<file path="src/rtl/core/multi_pipe_fifo_table_defines.svh">
// Assertion macros for the multi-pipe FIFO table.
// Included by the top level; no other dependencies.
`ifndef MULTI_PIPE_FIFO_TABLE_DEFINES_SVH
`define MULTI_PIPE_FIFO_TABLE_DEFINES_SVH
`ifndef SYNTHESIS
// Check a property at every rising edge outside reset
`define MPFT_ASSERT(label, clk, rst, prop, msg) \
  label: assert property (@(posedge clk) disable iff (rst) prop) \
    else $error(msg);
// Check that a condition is followed by a consequence in the next cycle
`define MPFT_ASSERT_NEXT(label, clk, rst, ante, cons, msg) \
  label: assert property (@(posedge clk) disable iff (rst) (ante) |=> (cons)) \
    else $error(msg);
`else
`define MPFT_ASSERT(label, clk, rst, prop, msg)
`define MPFT_ASSERT_NEXT(label, clk, rst, ante, cons, msg)
`endif
`endif

</file>
<file path="src/rtl/core/mpft_pkg.sv">
// Shared types and constants of the multi-pipe FIFO table.
// No dependencies; used by the interfaces and all modules but mpft_ram.
`timescale 1ns / 1ps
package mpft_pkg;

  localparam int DESC_W     = 16;
  localparam int MODE_W     = 3;
  localparam int STATUS_W   = 3;
  localparam int BYTE_W     = 8;
  localparam int SLOT_OUT_W = 4;

  localparam logic [DESC_W-1:0] FIRST_DESC     = 16'd3;
  localparam logic [DESC_W-1:0] LAST_GOOD_DESC = 16'hFFFD;
  localparam logic [BYTE_W-1:0] END_MARK       = 8'hFF;

  typedef enum logic [MODE_W-1:0] {
    MODE_CREATE  = 3'd0,
    MODE_WRITE   = 3'd1,
    MODE_READ    = 3'd2,
    MODE_EOF     = 3'd3,
    MODE_DESTROY = 3'd4
  } mode_t;

  typedef enum logic [STATUS_W-1:0] {
    ST_OK      = 3'd0,
    ST_BADFD   = 3'd1,
    ST_NOSLOT  = 3'd2,
    ST_FULL    = 3'd3,
    ST_EMPTY   = 3'd4,
    ST_EXHAUST = 3'd5
  } status_t;

  // Update of the slot valid bits
  typedef struct packed {
    logic set_en;
    logic clr_en;
  } alloc_ctl_t;

endpackage

</file>
<file path="src/rtl/core/mpft_alloc.sv">
// Slot valid bits and registered lowest-free-slot encoder.
// Depends on mpft_pkg for the control struct.
`timescale 1ns / 1ps
module mpft_alloc #(
  parameter int NUM_PIPES = 16,
  parameter int SLOT_W    = 4
) (
  input  logic                 clk,
  input  logic                 rst,
  input  mpft_pkg::alloc_ctl_t ctl,
  input  logic [SLOT_W-1:0]    idx,
  input  logic [SLOT_W-1:0]    query_idx,
  output logic                 query_valid,
  output logic [SLOT_W-1:0]    free_idx,
  output logic                 has_free
);
  logic [NUM_PIPES-1:0] valid_bits;
  logic [SLOT_W-1:0]    enc_idx;
  logic                 enc_found;

  // Set on create, clear on destroy
  always_ff @(posedge clk) begin
    if (rst) begin
      valid_bits <= '0;
    end else begin
      if (ctl.set_en) begin
        valid_bits[idx] <= 1'b1;
      end
      if (ctl.clr_en) begin
        valid_bits[idx] <= 1'b0;
      end
    end
  end

  // Find the lowest free slot
  always_comb begin
    enc_idx   = '0;
    enc_found = 1'b0;
    for (int i = NUM_PIPES - 1; i >= 0; i--) begin
      if (!valid_bits[i]) begin
        enc_idx   = SLOT_W'(i);
        enc_found = 1'b1;
      end
    end
  end

  // Hold the encoder result for the next create
  always_ff @(posedge clk) begin
    if (rst) begin
      free_idx <= '0;
      has_free <= 1'b1;
    end else begin
      free_idx <= enc_idx;
      has_free <= enc_found;
    end
  end

  assign query_valid = valid_bits[query_idx];
endmodule

</file>
<file path="config.mk">
export PLATFORM = sky130hd
export DESIGN_NAME = mpft_alloc
export DESIGN_NICKNAME = d
export VERILOG_FILES = /design/src/rtl/core/multi_pipe_fifo_table_defines.svh /design/src/rtl/core/mpft_pkg.sv /design/src/rtl/core/mpft_alloc.sv
export SDC_FILE = /design/constraint.sdc
export NUM_CORES = 1
export LEC_CHECK = 0
export BUFFER_PORTS_ARGS = -buffer_cell sky130_fd_sc_hd__buf_2
export CORE_UTILIZATION = 48
export DETAILED_ROUTE_END_ITERATION = 16
export PLACE_DENSITY = 0.84
export SLEW_MARGIN = 40
export SYNTH_ARGS = -nofsm -noshare
export SYNTH_HDL_FRONTEND = slang
export SYNTH_SLANG_ARGS = --single-unit
</file>
<file path="constraint.sdc">
create_clock -name clk -period 1.3 [get_ports clk]
set_input_delay 0.26 -clock clk [delete_from_list [all_inputs] [get_ports clk]]
set_output_delay 0.26 -clock clk [all_outputs]
set_load 0.05 [all_outputs]
</file>
==> summary.txt <==
Status
  • Outcome: finished with violations
  • Failing checks: negative setup slack

Placement
  • DP Wirelength: 2150 um
  • Buffers on Ports: 17
  • Pre-CTS setup slack: -508 ps
  • DP Area: 1320 um2
  • RePlAce Congestion: 0.909

Floorplanning
  • Die ar.: 2330 um2
  • Die height: 48.3 um
  • Horiz. Die Dim: 48.3 um
  • Std-Cell Rows: 16
  • Initial core utilization: 52.0%
  • Core area: 1980 um2
  • I/O Pins: 18

STA
  • Fin crit period: 1930 ps
  • Final Hold Viols: 0
  • Relative slew slack: 80.9%
  • Setup Skew: 4.35 ps
  • Worst-Margin Slew: 287 ps
  • RSZ-0062 raised after global routing: true
  • F_max: 0.518 GHz
  • Tcrit/Tclk final: 149%
  • Final setup viols: 1
  • Worst setup margin: -631 ps
  • Final slew viol count: 0

Cells and area
  • Finished Core Util: 70.1%
  • Area grow syn2layout: 34.9%
  • Final #Nets: 163
  • Share of cells above drive strength 1: 41.3%
  • # diodes: 0
  • Final instance area: 1390 um2

Worst setup path
  • Worst EP required: 1040 ps
  • Setup crit end kind: output port
  • CP arrival: 1670 ps
  • Critical path peak fanout: 2
  • Worst setup path class: reg2out
  • CP Launch Type: register

Power and ir drop
  • VDD IR max: 0.000526 V
  • Pleak: 0.531 nW
  • Pwr dens: 839 nW/um2

Logic synthesis
  • Commonest cells in the netlist: dfxtp_1, a21oi_1, a211oi_1, nand2_1, nor2_1
  • Syn_area_per_cell: 9.36 um2
  • Cell Area, Synth: 1030 um2
  • EDFF count, synth: 0
  • Syn_nets: 122
  • Synth area leader: dfxtp_1
  • Cell with the most instances after synthesis: dfxtp_1
  • Seq cells post-synth: 21
  • Yosys cell types: 28
  • Top post-synthesis cells by area: dfxtp_1, a211oi_1, a21oi_1
  • Post-synth top area share: 40.8%
  • Yosys synthesis warning count: 0
  • Post-Syn Instances: 110
  • Most used DFF post-synth: dfxtp_1
  • Asr flop ratio synth: 0%
  • Seq/Total Area, Yosys: 40.8%

Clock tree
  • Register clock-pin slew on the reported worst setup and hold paths: 120 ps
  • Worst-skew pair later-pin latency: 310 ps
  • Clock buffer depth: 2
  • Root Buffer: clkbuf_4
  • CTS tree: yes
  • # H-tree levels: 1
  • Num CTS Buffers: 3
  • Clock sinks: 21

Routing
  • Drt pass-1 iters: 4
  • Avg WL per Cell: 16.4 um
  • Routed Antenna Nets: 0
  • DRC Markers: 0
  • Initial DRC Count: 30
  • Via count: 1061
  • Final WL: 2900 um
  • Via/cell ratio: 5.99

GRT
  • Tot GR Track Use: 27.4%
  • Vias in the first global route: 1021
  • Initial antenna violation count: 0
  • Global route overflow: 0
  • Largest net degree at the start of global routing: 18
  • First-pass GRT wire length: 4840 um

Flow run
  • MaxCap Viol Count: 0

Hold path
  • Hold crit path type: in2reg
## kinds of logic (layout without fill, tap and decap cells)
kind of cell / count (synthesis) / in the layout / synth area share [%]
multiplexers: 5 / 5 / 10.4
buffers and inverters: 8 / 48 / 2.92
flip-flops: 21 / 21 / 40.8
AO/OA/AOI/OAI: 44 / 44 / 28.2
AND/OR/NAND/NOR: 32 / 32 / 17.6
## final timing paths
kind,start,end,slack (ps),depth (start not counted)
worst min register to register,valid_bits[1]$_SDFF_PP0_,free_idx[0]$_SDFF_PP0_,610,2
worst max register to register,valid_bits[7]$_SDFF_PP0_,free_idx[0]$_SDFF_PP0_,40,5
worst min-delay path,rst,valid_bits[2]$_SDFF_PP0_,340,3
worst max-delay path,valid_bits[2]$_SDFF_PP0_,query_valid,-630,5
## critical path, cell delays in order, from the launching register on
cell	delay, ps
dfxtp_2	350
mux4_2	460
nor2b_4	150
a211oi_4	200
a21oi_4	40
buf_6	150
## cell usage in the layout, fill, tap and decap left out, types with 3 or more instances in the layout
master | synthesis | routed
nand2_1 | 7 | 7
mux4_2 | 2 | 4
clkbuf_4 | 0 | 3
dfxtp_2 | 0 | 6
and3b_1 | 3 | 3
nor2b_1 | 3 | 3
inv_1 | 3 | 3
a211oi_1 | 16 | 16
buf_2 | 0 | 16
buf_4 | 0 | 24
dfxtp_1 | 21 | 15
nor2_1 | 6 | 6
a21oi_1 | 19 | 17
## metal layers
layer	part of all wire (%)	up-vias	GRT usage, %
met5	0	-	0
met4	2.8	0	14.2
met3	6.5	9	4.40
met2	48	46	47.4
met1	43	503	32.8
li1	-	503	-
## power breakdown
| group | internal (mW) | switching [mW] |
|---|---|---|
| clock network | 0.120 | 0.203 |
| registers | 0.655 | 0.00714 |
| logic | 0.0809 | 0.0995 |
| total | 0.856 | 0.310 |
## state kept, by name, summed over array words and instances (netlist names)
register / count
valid_bits: 16
free_idx: 4
has_free: 1
## area by class of cell
cell class                 count  area [um2]
fill                         155         593
tap                           27        33.8
sequential                    21         428
timing repair buffer          41         272
multi-input combinational     81         618
clock buffer                   4        26.3
inverter                       3        11.3
## through the flow
stage | power, mW | instances | hold slack, ps | TNS [ps]
detailed placement | 0.842 | 173 | 598 | -511
global placement | 0.834 | 173 | 557 | -443
global route | 1.21 | 177 | 351 | -691
finish | 1.17 | 177 | 342 | -631
CTS | 1.16 | 177 | 334 | -631
floorplan | 0.759 | 110 | 433 | -177
## what timing repair did
item	in CTS	in global routing
resized for setup	4	10
hold buffers	0	0
endpoints found under the setup margin	2	3
pin swaps	1	3
setup buffers	0	0
Power figures use the tool's default switching activity.
