`src/rtl/core/multi_pipe_fifo_table_defines.svh`:
```
// Assertion macros for the multi-pipe FIFO table.
// Included by the top level; no other dependencies.
`ifndef MULTI_PIPE_FIFO_TABLE_DEFINES_SVH
`define MULTI_PIPE_FIFO_TABLE_DEFINES_SVH
`ifndef SYNTHESIS
// Check a property at every rising edge outside reset
`define MPFT_ASSERT(label, clk, rst, prop, msg) \
  label: assert property (@(posedge clk) disable iff (rst) prop) \
    else $error(msg);
// Check that a condition is followed by a consequence in the next cycle
`define MPFT_ASSERT_NEXT(label, clk, rst, ante, cons, msg) \
  label: assert property (@(posedge clk) disable iff (rst) (ante) |=> (cons)) \
    else $error(msg);
`else
`define MPFT_ASSERT(label, clk, rst, prop, msg)
`define MPFT_ASSERT_NEXT(label, clk, rst, ante, cons, msg)
`endif
`endif

```
`src/rtl/core/mpft_ram.sv`:
```
// Generic simple dual-port RAM: one write port, one registered read port.
// No dependencies.
`timescale 1ns / 1ps
module mpft_ram #(
  parameter int WIDTH = 8,
  parameter int AW    = 4
) (
  input  logic             clk,
  input  logic             we,
  input  logic [AW-1:0]    waddr,
  input  logic [WIDTH-1:0] wdata,
  input  logic             re,
  input  logic [AW-1:0]    raddr,
  output logic [WIDTH-1:0] rdata
);
  localparam int DEPTH = 1 << AW;

  logic [WIDTH-1:0] mem [DEPTH];

  // Write, and register the read word
  always_ff @(posedge clk) begin
    if (we) begin
      mem[waddr] <= wdata;
    end
    if (re) begin
      rdata <= mem[raddr];
    end
  end
endmodule

```
`config.mk`:
```
export PLATFORM = sky130hd
export DESIGN_NAME = mpft_ram
export DESIGN_NICKNAME = d
export VERILOG_FILES = /design/src/rtl/core/multi_pipe_fifo_table_defines.svh /design/src/rtl/core/mpft_ram.sv
export SDC_FILE = /design/constraint.sdc
export NUM_CORES = 1
export LEC_CHECK = 0
export ABC_AREA = 1
export BUFFER_PORTS_ARGS = -buffer_cell sky130_fd_sc_hd__buf_2
export CAP_MARGIN = 0
export CORE_ASPECT_RATIO = 0.9
export CORE_MARGIN = 1
export CORE_UTILIZATION = 44
export CTS_BUF_LIST = sky130_fd_sc_hd__clkbuf_16
export CTS_CLUSTER_DIAMETER = 80
export DETAILED_ROUTE_END_ITERATION = 10
export GPL_ROUTABILITY_DRIVEN = 1
export PLACE_DENSITY = 0.72
export SLEW_MARGIN = 20
export SYNTH_ARGS = -nofsm -noshare
export SYNTH_HDL_FRONTEND = slang
export SYNTH_SLANG_ARGS = --single-unit
export TNS_END_PERCENT = 1
```
`constraint.sdc`:
```
create_clock -name clk -period 1.1 [get_ports clk]
set_input_delay 0.055 -clock clk [delete_from_list [all_inputs] [get_ports clk]]
set_output_delay 0.055 -clock clk [all_outputs]
set_load 0.01 [all_outputs]
```
==> results_dict.tcl, run 1 <==
set metrics [dict create \
    setup-violations-final 2 \
    grt_use_total 0.217 \
    biggest_fanout_along_the_worst_timing_path 1 \
    synthesis.nets 570 \
    io_pins 27 \
    detailedPlacementHpwl_um 8530 \
    yosys_warnings 0 \
    dr_total_vias 4032 \
    hold_end "rdata[2]" \
    regToRegSetupSlack_ps -7 \
    coreArea_um2 12800 \
    synth_top_cell_by_area "sky130_fd_sc_hd__edfxtp_1" \
    ys_top_cells_by_area "sky130_fd_sc_hd__edfxtp_1 70%, sky130_fd_sc_hd__nand2_1 11%, sky130_fd_sc_hd__nand3_1 8.3%" \
    drt_pass1_iterations 5 \
    grt_start_max_net_pins 58 \
    cts_buf_count 17 \
    r2r_cells 6 \
    syn-instance-count 551 \
    cts.root.buffer_cell "sky130_fd_sc_hd__clkbuf_16" \
    filler_cell_count 1048 \
    ys_seq_elements 136 \
    first_pass_grt_wire_length_um 21500 \
    critPathRequiredTime_ps 1270 \
    nets 624 \
    area_delta_synth_final_pct 22.6 \
    diodes 0 \
    drv_slew 0 \
    remaining_drc_errors 0 \
    placementRows 39 \
    grt_antenna_before_repair 0 \
    cts.reportedPaths.clkPinSlew_ps 60 \
    power.share.switching 0.230 \
    worstPathArrival_ps 1280 \
    grt_setup_unrepaired "true" \
    number_of_global_route_vias_before_repair 3892 \
    cellLeakagePower_uw 0.00310 \
    routed_via_density 5.16 \
    internal_power_uw 9460 \
    power_frac_clock 0.451 \
    portBuffers 26 \
    drt_iter0_drc 561 \
    regArea_um2 4080 \
    total_power_uw 12300 \
    share_of_layout_cells_above_drive_strength_1 0.224 \
    hold_path.class "primary input to flop" \
    syn_area_um2 5850 \
    drv.max_cap_violation_count 0 \
    finalWorstSetupSlack_ps -6.78 \
    start_kind "flop" \
    crit-reg2reg-launch "mem[11][2]" \
    outcome "finished with violations" \
    ctsLongestPathBuffers 2 \
    finalHoldViolCount 0 \
    multi_input_comb_area_um2 1430 \
    part_of_the_yosys_area_used_for_sequential_elements 0.698 \
    critPathKind "flop to flop" \
    tritoncts_clock_tree "built" \
    fp.dieH_um 111 \
    global_route.overflow_total 0 \
    clock_skew_ps 11.1 \
    gpl.final_weighted_congestion 0.829 \
    powerDensity_nw_per_um2 1710 \
    slew_headroom 0.733 \
    final_clock_period_utilization_by_the_worst_path 1.01 \
    power.net_switching_uw 2820 \
    design.die.area_um2 13800 \
    fmax_mhz 904 \
    synth_top_cell_area_share 0.698 \
    failed_checks "setup timing" \
    worstHoldStart "re" \
    postRouteAntennaNets 0 \
    clock_tree.htree_level_count 4 \
    detail_route.wl_per_cell_um 17.8 \
    layout.cells.non_filler 781 \
    tritoncts_sink_count 136 \
    floorplan.die.width_um 124 \
    place_inst 750 \
    floorplan.initialDensity 0.456 \
    power.sequential.fraction 0.478 \
    synth_cell_types 11 \
    finalWorstPathRequiredPeriod_ps 1110 \
    slew_at_the_pin_closest_to_its_max_slew_limit_ps 400 \
    comb_power_share 0.071 \
    clock_latency_ps 420 \
    totalWireLength_um 13900 \
    max-vdd-ir-drop_mv 1.50 \
    cp-end-kind "flop" \
    min_delay_path_depth 1 \
    worst_r2r_endpoint "rdata[2]" \
    synth_area_per_cell_um2 10.6 \
    layout.core_utilization 0.559 \
]
## how the worst max path moves through the flow
stage	from	end	slack [ps]
2_1_floorplan	waddr[3]	mem[4][0]	90
3_3_place_gp	raddr[0]	rdata[5]	-180
3_5_place_dp	raddr[0]	rdata[5]	-220
4_1_cts	mem[13][3]	rdata[3]	-2
5_1_grt	mem[5][5]	rdata[5]	-50
6_report	mem[11][2]	rdata[2]	-7
## layout make-up
cell class,instances,share of cell area
sequential,136,0.570
inverter,102,0.0534
tap,164,0.0286
timing repair buffer,59,0.0684
multi-input combinational,289,0.200
clock buffer,17,0.0593
clock inverter,14,0.0208
## worst max-delay path, cell delays in order, from the launching register on
cell                       delay, ps
sky130_fd_sc_hd__edfxtp_1        370
sky130_fd_sc_hd__inv_1            60
sky130_fd_sc_hd__nand2_1          60
sky130_fd_sc_hd__nand3_2          90
sky130_fd_sc_hd__nand3_2         110
sky130_fd_sc_hd__nand3_2         120
sky130_fd_sc_hd__nand2_2          50
## registers in the layout (all words and copies together) (netlist names)
register	count
rdata	8
mem	128
## per-layer routing
layer | track usage | up-vias | share of wire
met5 | 0 | - | 0
met4 | 0.0908 | 0 | 0.023
met3 | 0.0482 | 25 | 0.067
met2 | 0.320 | 174 | 0.48
met1 | 0.312 | 1945 | 0.43
li1 | - | 1888 | -
## placed cells by master (no fill, tap or decap)
cell type	instances
sky130_fd_sc_hd__clkinvlp_4	4
sky130_fd_sc_hd__nand3_2	42
sky130_fd_sc_hd__nand3b_1	2
sky130_fd_sc_hd__buf_4	24
sky130_fd_sc_hd__nand2_1	170
sky130_fd_sc_hd__inv_1	99
sky130_fd_sc_hd__buf_12	9
sky130_fd_sc_hd__nor2_1	17
sky130_fd_sc_hd__clkinv_2	3
sky130_fd_sc_hd__edfxtp_1	136
sky130_fd_sc_hd__buf_2	26
sky130_fd_sc_hd__bufinv_16	2
sky130_fd_sc_hd__nand3_1	55
sky130_fd_sc_hd__inv_2	3
sky130_fd_sc_hd__inv_6	3
sky130_fd_sc_hd__clkbuf_16	17
sky130_fd_sc_hd__nand2_2	3
sky130_fd_sc_hd__clkinv_4	2
## synthesized netlist by cell type
| library cell | n |
|---|---|
| sky130_fd_sc_hd__buf_1 | 1 |
| sky130_fd_sc_hd__buf_2 | 13 |
| sky130_fd_sc_hd__buf_4 | 4 |
| sky130_fd_sc_hd__buf_6 | 6 |
| sky130_fd_sc_hd__edfxtp_1 | 136 |
| sky130_fd_sc_hd__inv_1 | 100 |
| sky130_fd_sc_hd__inv_2 | 2 |
| sky130_fd_sc_hd__nand2_1 | 173 |
| sky130_fd_sc_hd__nand3_1 | 97 |
| sky130_fd_sc_hd__nand3b_1 | 2 |
| sky130_fd_sc_hd__nor2_1 | 17 |
## per-stage QoR
| stage | instance area, um2 | setup TNS (ps) | hold slack, ps | worst slack [ps] |
|---|---|---|---|---|
| 2_1_floorplan | 5850 | 0 | 154 | 94.2 |
| 3_3_place_gp | 6380 | -985 | 445 | -183 |
| 3_5_place_dp | 6380 | -1260 | 442 | -224 |
| 4_1_cts | 7030 | -1.90 | 6.34 | -1.90 |
| 5_1_grt | 7170 | -293 | 12.6 | -54.3 |
| 6_report | 7170 | -8.03 | 23.7 | -6.78 |
## power groups by stage
| stage | Sequential (uW) | Clock [uW] | Combinational [uW] |
|---|---|---|---|
| 2_1_floorplan | 5990 | 0 | 409 |
| 3_3_place_gp | 5980 | 0 | 758 |
| 3_5_place_dp | 5980 | 0 | 784 |
| 4_1_cts | 5880 | 5580 | 816 |
| 5_1_grt | 5880 | 5760 | 947 |
| 6_report | 5880 | 5550 | 868 |
## cells by family (layout without fill, tap and decap cells)
| group | after synthesis | after routing | share of synthesized area |
|---|---|---|---|
| AND/OR/NAND/NOR | 289 | 289 | 0.208 |
| buffers and inverters | 126 | 192 | 0.0939 |
| flip-flops | 136 | 136 | 0.698 |
## repair_timing
action                     4_1_cts  5_1_grt
buffers inserted                 0        0
hold buffers                     0        0
pin swaps                        4       14
setup endpoints to repair        7        8
resized for setup               16       30
Power figures use the tool's default switching activity.
==> run 2: changes to the inputs <==
- clock period: 1.1 -> 1.2 ns (I/O delays scaled with it)
==> run 2 against run 1 <==
The flow now finishes without violations. Clock skew grew 3.8 ps. Clock-buffer cell count is the same. Global-route usage shrank 0.79 points. Combinational power is 19% lower. Critical path depth unchanged. Clock power increased by 3%. Sequential share of layout area is 1.6 points higher. Utilization shrank 1.5 points. Critical endpoint unchanged. Largest power group is now clock. Highest routed layer unchanged.
==> results_dict.tcl, run 2 (synthesized netlist as in run 1, its figures left out) <==
set metrics [dict create \
    cp_cell_sequence "inv_1 > nand2_1 > nand3_1 > nand3_1 > nand3_1 > nand2_1" \
    drv.max_cap_violation_count 0 \
    mostFrequentLayoutCells "173 x sky130_fd_sc_hd__nand2_1, 136 x sky130_fd_sc_hd__edfxtp_1, 100 x sky130_fd_sc_hd__inv_1" \
    largest_reg_flops 128 \
    worst_path_max_delay_cell "sky130_fd_sc_hd__edfxtp_1" \
    share_of_layout_cells_above_drive_strength_1 0.147 \
    first_pass_grt_wire_length_um 20800 \
    setup.worst_path.start "mem[3][2]" \
    grt_start_max_net_pins 58 \
    dr_total_vias 3936 \
    power.share.switching 0.213 \
    clock_skew_ps 14.9 \
    finalWorstPathRequiredPeriod_ps 1130 \
    start_kind "flop" \
    final_clock_period_utilization_by_the_worst_path 0.943 \
    max-vdd-ir-drop_mv 0.908 \
    top_regs "mem x128, rdata x8" \
    detailedPlacementHpwl_um 8100 \
    worstHoldStart "re" \
    power.sequential.fraction 0.457 \
    post-cts-setup-buffers 0 \
    area_delta_synth_final_pct 19.3 \
    register_ranked_first_by_flip_flop_count "mem" \
    grt_use_total 0.209 \
    biggest_fanout_along_the_worst_timing_path 1 \
    cts_buf_count 17 \
    grt_setup_unrepaired "false" \
    crit_path_frequent_cell "sky130_fd_sc_hd__nand3_1" \
    critPathRequiredTime_ps 1370 \
    grt_antenna_before_repair 0 \
    drv_slew 0 \
    powerDensity_nw_per_um2 1690 \
    portBuffers 26 \
    design.die.area_um2 13800 \
    tritoncts_clock_tree "built" \
    cp-end-kind "flop" \
    filler_cell_count 1088 \
    slew_headroom 0.605 \
    routed_via_density 5.07 \
    cell_family_contributing_the_most_delay_on_the_critical_path "simple AND/OR/NAND/NOR gates" \
    cts.root.buffer_cell "sky130_fd_sc_hd__clkbuf_16" \
    final_common_cell "sky130_fd_sc_hd__nand2_1" \
    floorplan.die.width_um 124 \
    total_power_uw 11800 \
    drt_iter0_drc 411 \
    cts.reportedPaths.clkPinSlew_ps 60 \
    fmax_mhz 884 \
    power.net_switching_uw 2510 \
    comb_power_share 0.060 \
    finalWorstSetupSlack_ps 68.8 \
    clock_latency_ps 420 \
    cts_hold_buf 0 \
    outcome "complete, no violations" \
    worst_path_largest_cell_delay_ps 350 \
    critPathKind "flop to flop" \
    gpl.final_weighted_congestion 0.831 \
    slew_at_the_pin_closest_to_its_max_slew_limit_ps 591 \
    number_of_global_route_vias_before_repair 3746 \
    finalHoldViolCount 0 \
    critPathBufInv 1 \
    remaining_drc_errors 0 \
    io_pins 27 \
    nets 619 \
    clock_tree.htree_level_count 4 \
    detailedPlace.worstSlack_ps -118 \
    detail_route.wl_per_cell_um 16.9 \
    fp.dieH_um 111 \
    drt_pass1_iterations 5 \
    cellLeakagePower_uw 0.00303 \
    placementRows 39 \
    floorplan.initialDensity 0.456 \
    ctsLongestPathBuffers 2 \
    hold_path.class "primary input to flop" \
    postRouteAntennaNets 0 \
    worstPathArrival_ps 1300 \
    diodes 0 \
    setup-violations-final 0 \
    totalWireLength_um 13200 \
    power_frac_clock 0.483 \
    crit-reg2reg-launch "mem[3][2]" \
    tritoncts_sink_count 136 \
    coreArea_um2 12800 \
    internal_power_uw 9280 \
    global_route.overflow_total 0 \
]
[run 2: layout make-up]
| class | count | area, um2 | area share |
|---|---|---|---|
| Clock inverter | 15 | 224 | 0.0321 |
| Inverter | 102 | 383 | 0.0549 |
| Sequential cell | 136 | 4080 | 0.585 |
| Clock buffer | 17 | 425 | 0.0610 |
| Multi-Input combinational cell | 289 | 1230 | 0.176 |
| Tap cell | 164 | 205 | 0.0294 |
| Timing Repair Buffer | 54 | 428 | 0.0613 |
[run 2: path summary, 6_finish.rpt]
check	endpoint	slack, ps	cells after the start
setup / recovery	rdata[2]	70	6
setup reg to reg	rdata[2]	70	6
hold / removal	rdata[0]	20	1
hold reg to reg	rdata[1]	760	6
[run 2: power by group through the flow]
stage | combinational, uW | clock (uW) | sequential (uW)
2_1_floorplan | 375 | 0 | 5490
3_3_place_gp | 669 | 0 | 5490
3_5_place_dp | 685 | 0 | 5490
4_1_cts | 697 | 5750 | 5390
5_1_grt | 779 | 5940 | 5390
6_report | 703 | 5690 | 5390
[run 2: metrics by stage]
| step | hold WS (ps) | std cells | setup TNS, ps | util | cell area, um2 |
|---|---|---|---|---|---|
| 5_1_grt | 8.47 | 777 | 0 | 0.544 | 6980 |
| 3_5_place_dp | 444 | 745 | -563 | 0.492 | 6310 |
| 6_report | 20.1 | 777 | 0 | 0.544 | 6980 |
| 4_1_cts | 5.52 | 777 | 0 | 0.543 | 6960 |
| 3_3_place_gp | 446 | 745 | -502 | 0.492 | 6310 |
| 2_1_floorplan | 159 | 551 | 0 | - | 5850 |
[run 2: what timing repair did]
action / 4_1_cts / 5_1_grt
endpoints found under the hold margin: 0 / 0
setup endpoints to repair: 0 / 2
gates resized for setup: 0 / 3
[run 2: worst register-to-register path: stages, from the launching register on]
cell and delay [ps]:
sky130_fd_sc_hd__edfxtp_1 350, sky130_fd_sc_hd__inv_1 60, sky130_fd_sc_hd__nand2_1 40, sky130_fd_sc_hd__nand3_1 120, sky130_fd_sc_hd__nand3_1 90, sky130_fd_sc_hd__nand3_1 140, sky130_fd_sc_hd__nand2_1 70
[run 2: layer usage]
layer	global-route usage	share of wire
met2	0.298	0.43
met4	0.0843	0.026
met1	0.304	0.46
met3	0.0558	0.082
met5	0	0
==> run 3: changes to the inputs <==
- ABC_AREA: 1 -> not set
- CORE_ASPECT_RATIO: 0.9 -> 1.4
- PLACE_DENSITY: 0.72 -> 0.73
- RECOVER_POWER: not set -> 50
==> run 3 against run 2 <==
The run now ends with setup timing left. Cell count fell by 42%. Via count decreased by 37%. Global-route usage is 2.8 points lower. Wire length decreased by 23%. Clock-buffer cell count unchanged. Highest routed layer unchanged. Sequential cell count stayed put. Synthesized cell count is 58% lower. Total power is 9.6% lower. Die area is 10% lower. Fmax decreased by 20%. Combinational power is 21% lower.
==> results_dict.tcl, run 3 <==
set metrics [dict create \
    drt_iter0_drc 160 \
    cts_hold_buf 0 \
    finalHoldViolCount 0 \
    grt_start_max_net_pins 17 \
    clock_tree.htree_level_count 4 \
    largest_reg_flops 128 \
    asyncSetResetFlopFracSynth 0 \
    slew_at_the_pin_closest_to_its_max_slew_limit_ps 978 \
    r2r_cells 3 \
    tritoncts_sink_count 136 \
    failed_checks "setup timing" \
    area_delta_synth_final_pct 20.5 \
    detailedPlacementHpwl_um 6940 \
    grt_setup_unrepaired "true" \
    global_route.overflow_total 0 \
    cts.reportedPaths.clkPinSlew_ps 50 \
    part_of_the_yosys_area_used_for_sequential_elements 0.781 \
    hold_end "rdata[0]" \
    grt_antenna_before_repair 0 \
    floorplan.die.width_um 94.1 \
    yosys_warnings 0 \
    diodes 0 \
    clock_skew_ps 6.87 \
    post-cts-setup-buffers 0 \
    cts.root.buffer_cell "sky130_fd_sc_hd__clkbuf_16" \
    fmax_mhz 707 \
    syn-instance-count 229 \
    setup-violations-final 8 \
    portBuffers 26 \
    coreArea_um2 11500 \
    worst_r2r_endpoint "rdata[0]" \
    synth_cell_types 18 \
    drv_slew 0 \
    synth_enable_flop_cells 136 \
    postRouteAntennaNets 0 \
    hold_path.class "primary input to flop" \
    biggest_fanout_along_the_worst_timing_path 1 \
    finalWorstSetupSlack_ps -214 \
    dr_total_vias 2485 \
    regToRegSetupSlack_ps -210 \
    tritoncts_clock_tree "built" \
    cp_cell_sequence "mux4_2 > a22oi_2 > nand2_1" \
    ys_seq_elements 136 \
    io_pins 27 \
    synth_flop_type "sky130_fd_sc_hd__edfxtp_1" \
    holdWs_ps 143 \
    ys_top_cells_by_count "136 x sky130_fd_sc_hd__edfxtp_1, 18 x sky130_fd_sc_hd__mux4_2, 16 x sky130_fd_sc_hd__a22oi_1" \
    number_of_global_route_vias_before_repair 2626 \
    synth_top_cell_area_share 0.781 \
    post-synth-top-count-cell "sky130_fd_sc_hd__edfxtp_1" \
    worst_path_largest_cell_delay_ps 480 \
    critPathKind "flop to flop" \
    share_of_layout_cells_above_drive_strength_1 0.379 \
    grt_use_total 0.181 \
    slew_headroom 0.347 \
    synth_area_per_cell_um2 22.8 \
    crit-reg2reg-launch "mem[3][0]" \
    outcome "finished with violations" \
    syn_area_um2 5230 \
    nets 315 \
    drv.max_cap_violation_count 0 \
    critPathRequiredTime_ps 1340 \
    drt_pass1_iterations 4 \
    cts_buf_count 17 \
    placementRows 46 \
    top_regs "mem x128, rdata x8" \
    detail_route.wl_per_cell_um 22.2 \
    powerDensity_nw_per_um2 1690 \
    synth_top_cell_by_area "sky130_fd_sc_hd__edfxtp_1" \
    floorplan.initialDensity 0.456 \
    start_kind "flop" \
    final_clock_period_utilization_by_the_worst_path 1.18 \
    cellLeakagePower_uw 0.00212 \
    min_delay_path_depth 1 \
    worstHoldStart "re" \
    clock_latency_ps 400 \
    max-vdd-ir-drop_mv 1.01 \
    finalWorstPathRequiredPeriod_ps 1410 \
    register_ranked_first_by_flip_flop_count "mem" \
    first_pass_grt_wire_length_um 15200 \
    cp-end-kind "flop" \
    setup_tns_ps -1430 \
    totalWireLength_um 10100 \
    routed_via_density 5.49 \
    worstPathArrival_ps 1560 \
    gpl.final_weighted_congestion 0.748 \
    worst_path_max_delay_cell "sky130_fd_sc_hd__mux4_2" \
    ys_top_cells_by_area "sky130_fd_sc_hd__edfxtp_1 78%, sky130_fd_sc_hd__mux4_2 7.8%, sky130_fd_sc_hd__mux4_1 7.0%" \
    fp.dieH_um 131 \
    final_common_cell "sky130_fd_sc_hd__edfxtp_1" \
    remaining_drc_errors 0 \
    synthesis.nets 248 \
    mostFrequentLayoutCells "136 x sky130_fd_sc_hd__edfxtp_1, 28 x sky130_fd_sc_hd__mux4_2, 28 x sky130_fd_sc_hd__buf_4" \
    ctsLongestPathBuffers 2 \
    design.die.area_um2 12300 \
]
==> run 3: cell types whose count changed after synthesis, moves of 3 or more <==
| cell | change |
|---|---|
| sky130_fd_sc_hd__a22oi_1 | +16 |
| sky130_fd_sc_hd__buf_2 | -10 |
| sky130_fd_sc_hd__buf_4 | -3 |
| sky130_fd_sc_hd__buf_6 | -3 |
| sky130_fd_sc_hd__clkdlybuf4s25_2 | +3 |
| sky130_fd_sc_hd__inv_1 | -100 |
| sky130_fd_sc_hd__mux4_1 | +14 |
| sky130_fd_sc_hd__mux4_2 | +18 |
| sky130_fd_sc_hd__nand2_1 | -164 |
| sky130_fd_sc_hd__nand3_1 | -96 |
| sky130_fd_sc_hd__nor2_1 | -4 |
| sky130_fd_sc_hd__nor3_1 | +4 |
==> run 3: where the power goes <==
group,total [uW],internal (uW),switching [uW]
registers,5390,5360,30.8
logic,554,248,306
clock network,4710,2980,1730
==> run 3: worst max-delay path, delay by kind of cell, from the launching register on <==
kind,cells,cell delay [ps]
AO/OA/AOI/OAI,1,200
flip-flops,1,370
multiplexers,1,480
AND/OR/NAND/NOR,1,100
==> run 3: area by class of cell <==
type | count | area, um2
fillers | 828 | 5150
flip-flops and latches | 136 | 4080
multi-input cells | 83 | 1080
clock buffers | 17 | 425
repair buffers | 58 | 409
well taps | 144 | 180
clock inverters | 15 | 121
==> run 3: cells by family (layout without fill, tap and decap cells) <==
kind of cell | count (synthesis) | after routing | share of synthesized area
AO/OA/AOI/OAI | 16 | 16 | 0.0230
buffers and inverters | 10 | 90 | 0.0165
flip-flops | 136 | 136 | 0.781
multiplexers | 32 | 32 | 0.148
AND/OR/NAND/NOR | 35 | 35 | 0.0314
==> run 3: layer usage <==
layer	GRT usage	vias to the layer above	share of wire
li1	-	1105	-
met1	0.216	1278	0.38
met2	0.311	93	0.54
met3	0.0544	9	0.064
met4	0.0661	0	0.016
met5	0	-	0
==> run 3: worst max path at each step <==
stage,end,start
CTS,rdata[0],mem[3][0]
finish,rdata[0],mem[3][0]
floorplan,mem[3][0],waddr[2]
detailed placement,rdata[2],raddr[0]
global route,rdata[0],mem[3][0]
global placement,rdata[2],raddr[0]
==> run 3: timing repair <==
| item | 4_1_cts | 5_1_grt |
|---|---|---|
| resized for setup | 12 | 2 |
| pin swaps | 6 | 1 |
| setup endpoints to repair | 8 | 8 |
==> run 3: per-stage QoR <==
step	util	instances	total power (uW)	instance area, um2	setup WS (ps)
floorplan	-	229	5760	5220	-126
global placement	0.499	421	6000	5720	-418
detailed placement	0.499	421	6020	5720	-421
CTS	0.550	453	10700	6300	-219
global route	0.550	453	11000	6300	-256
finish	0.550	453	10700	6300	-214
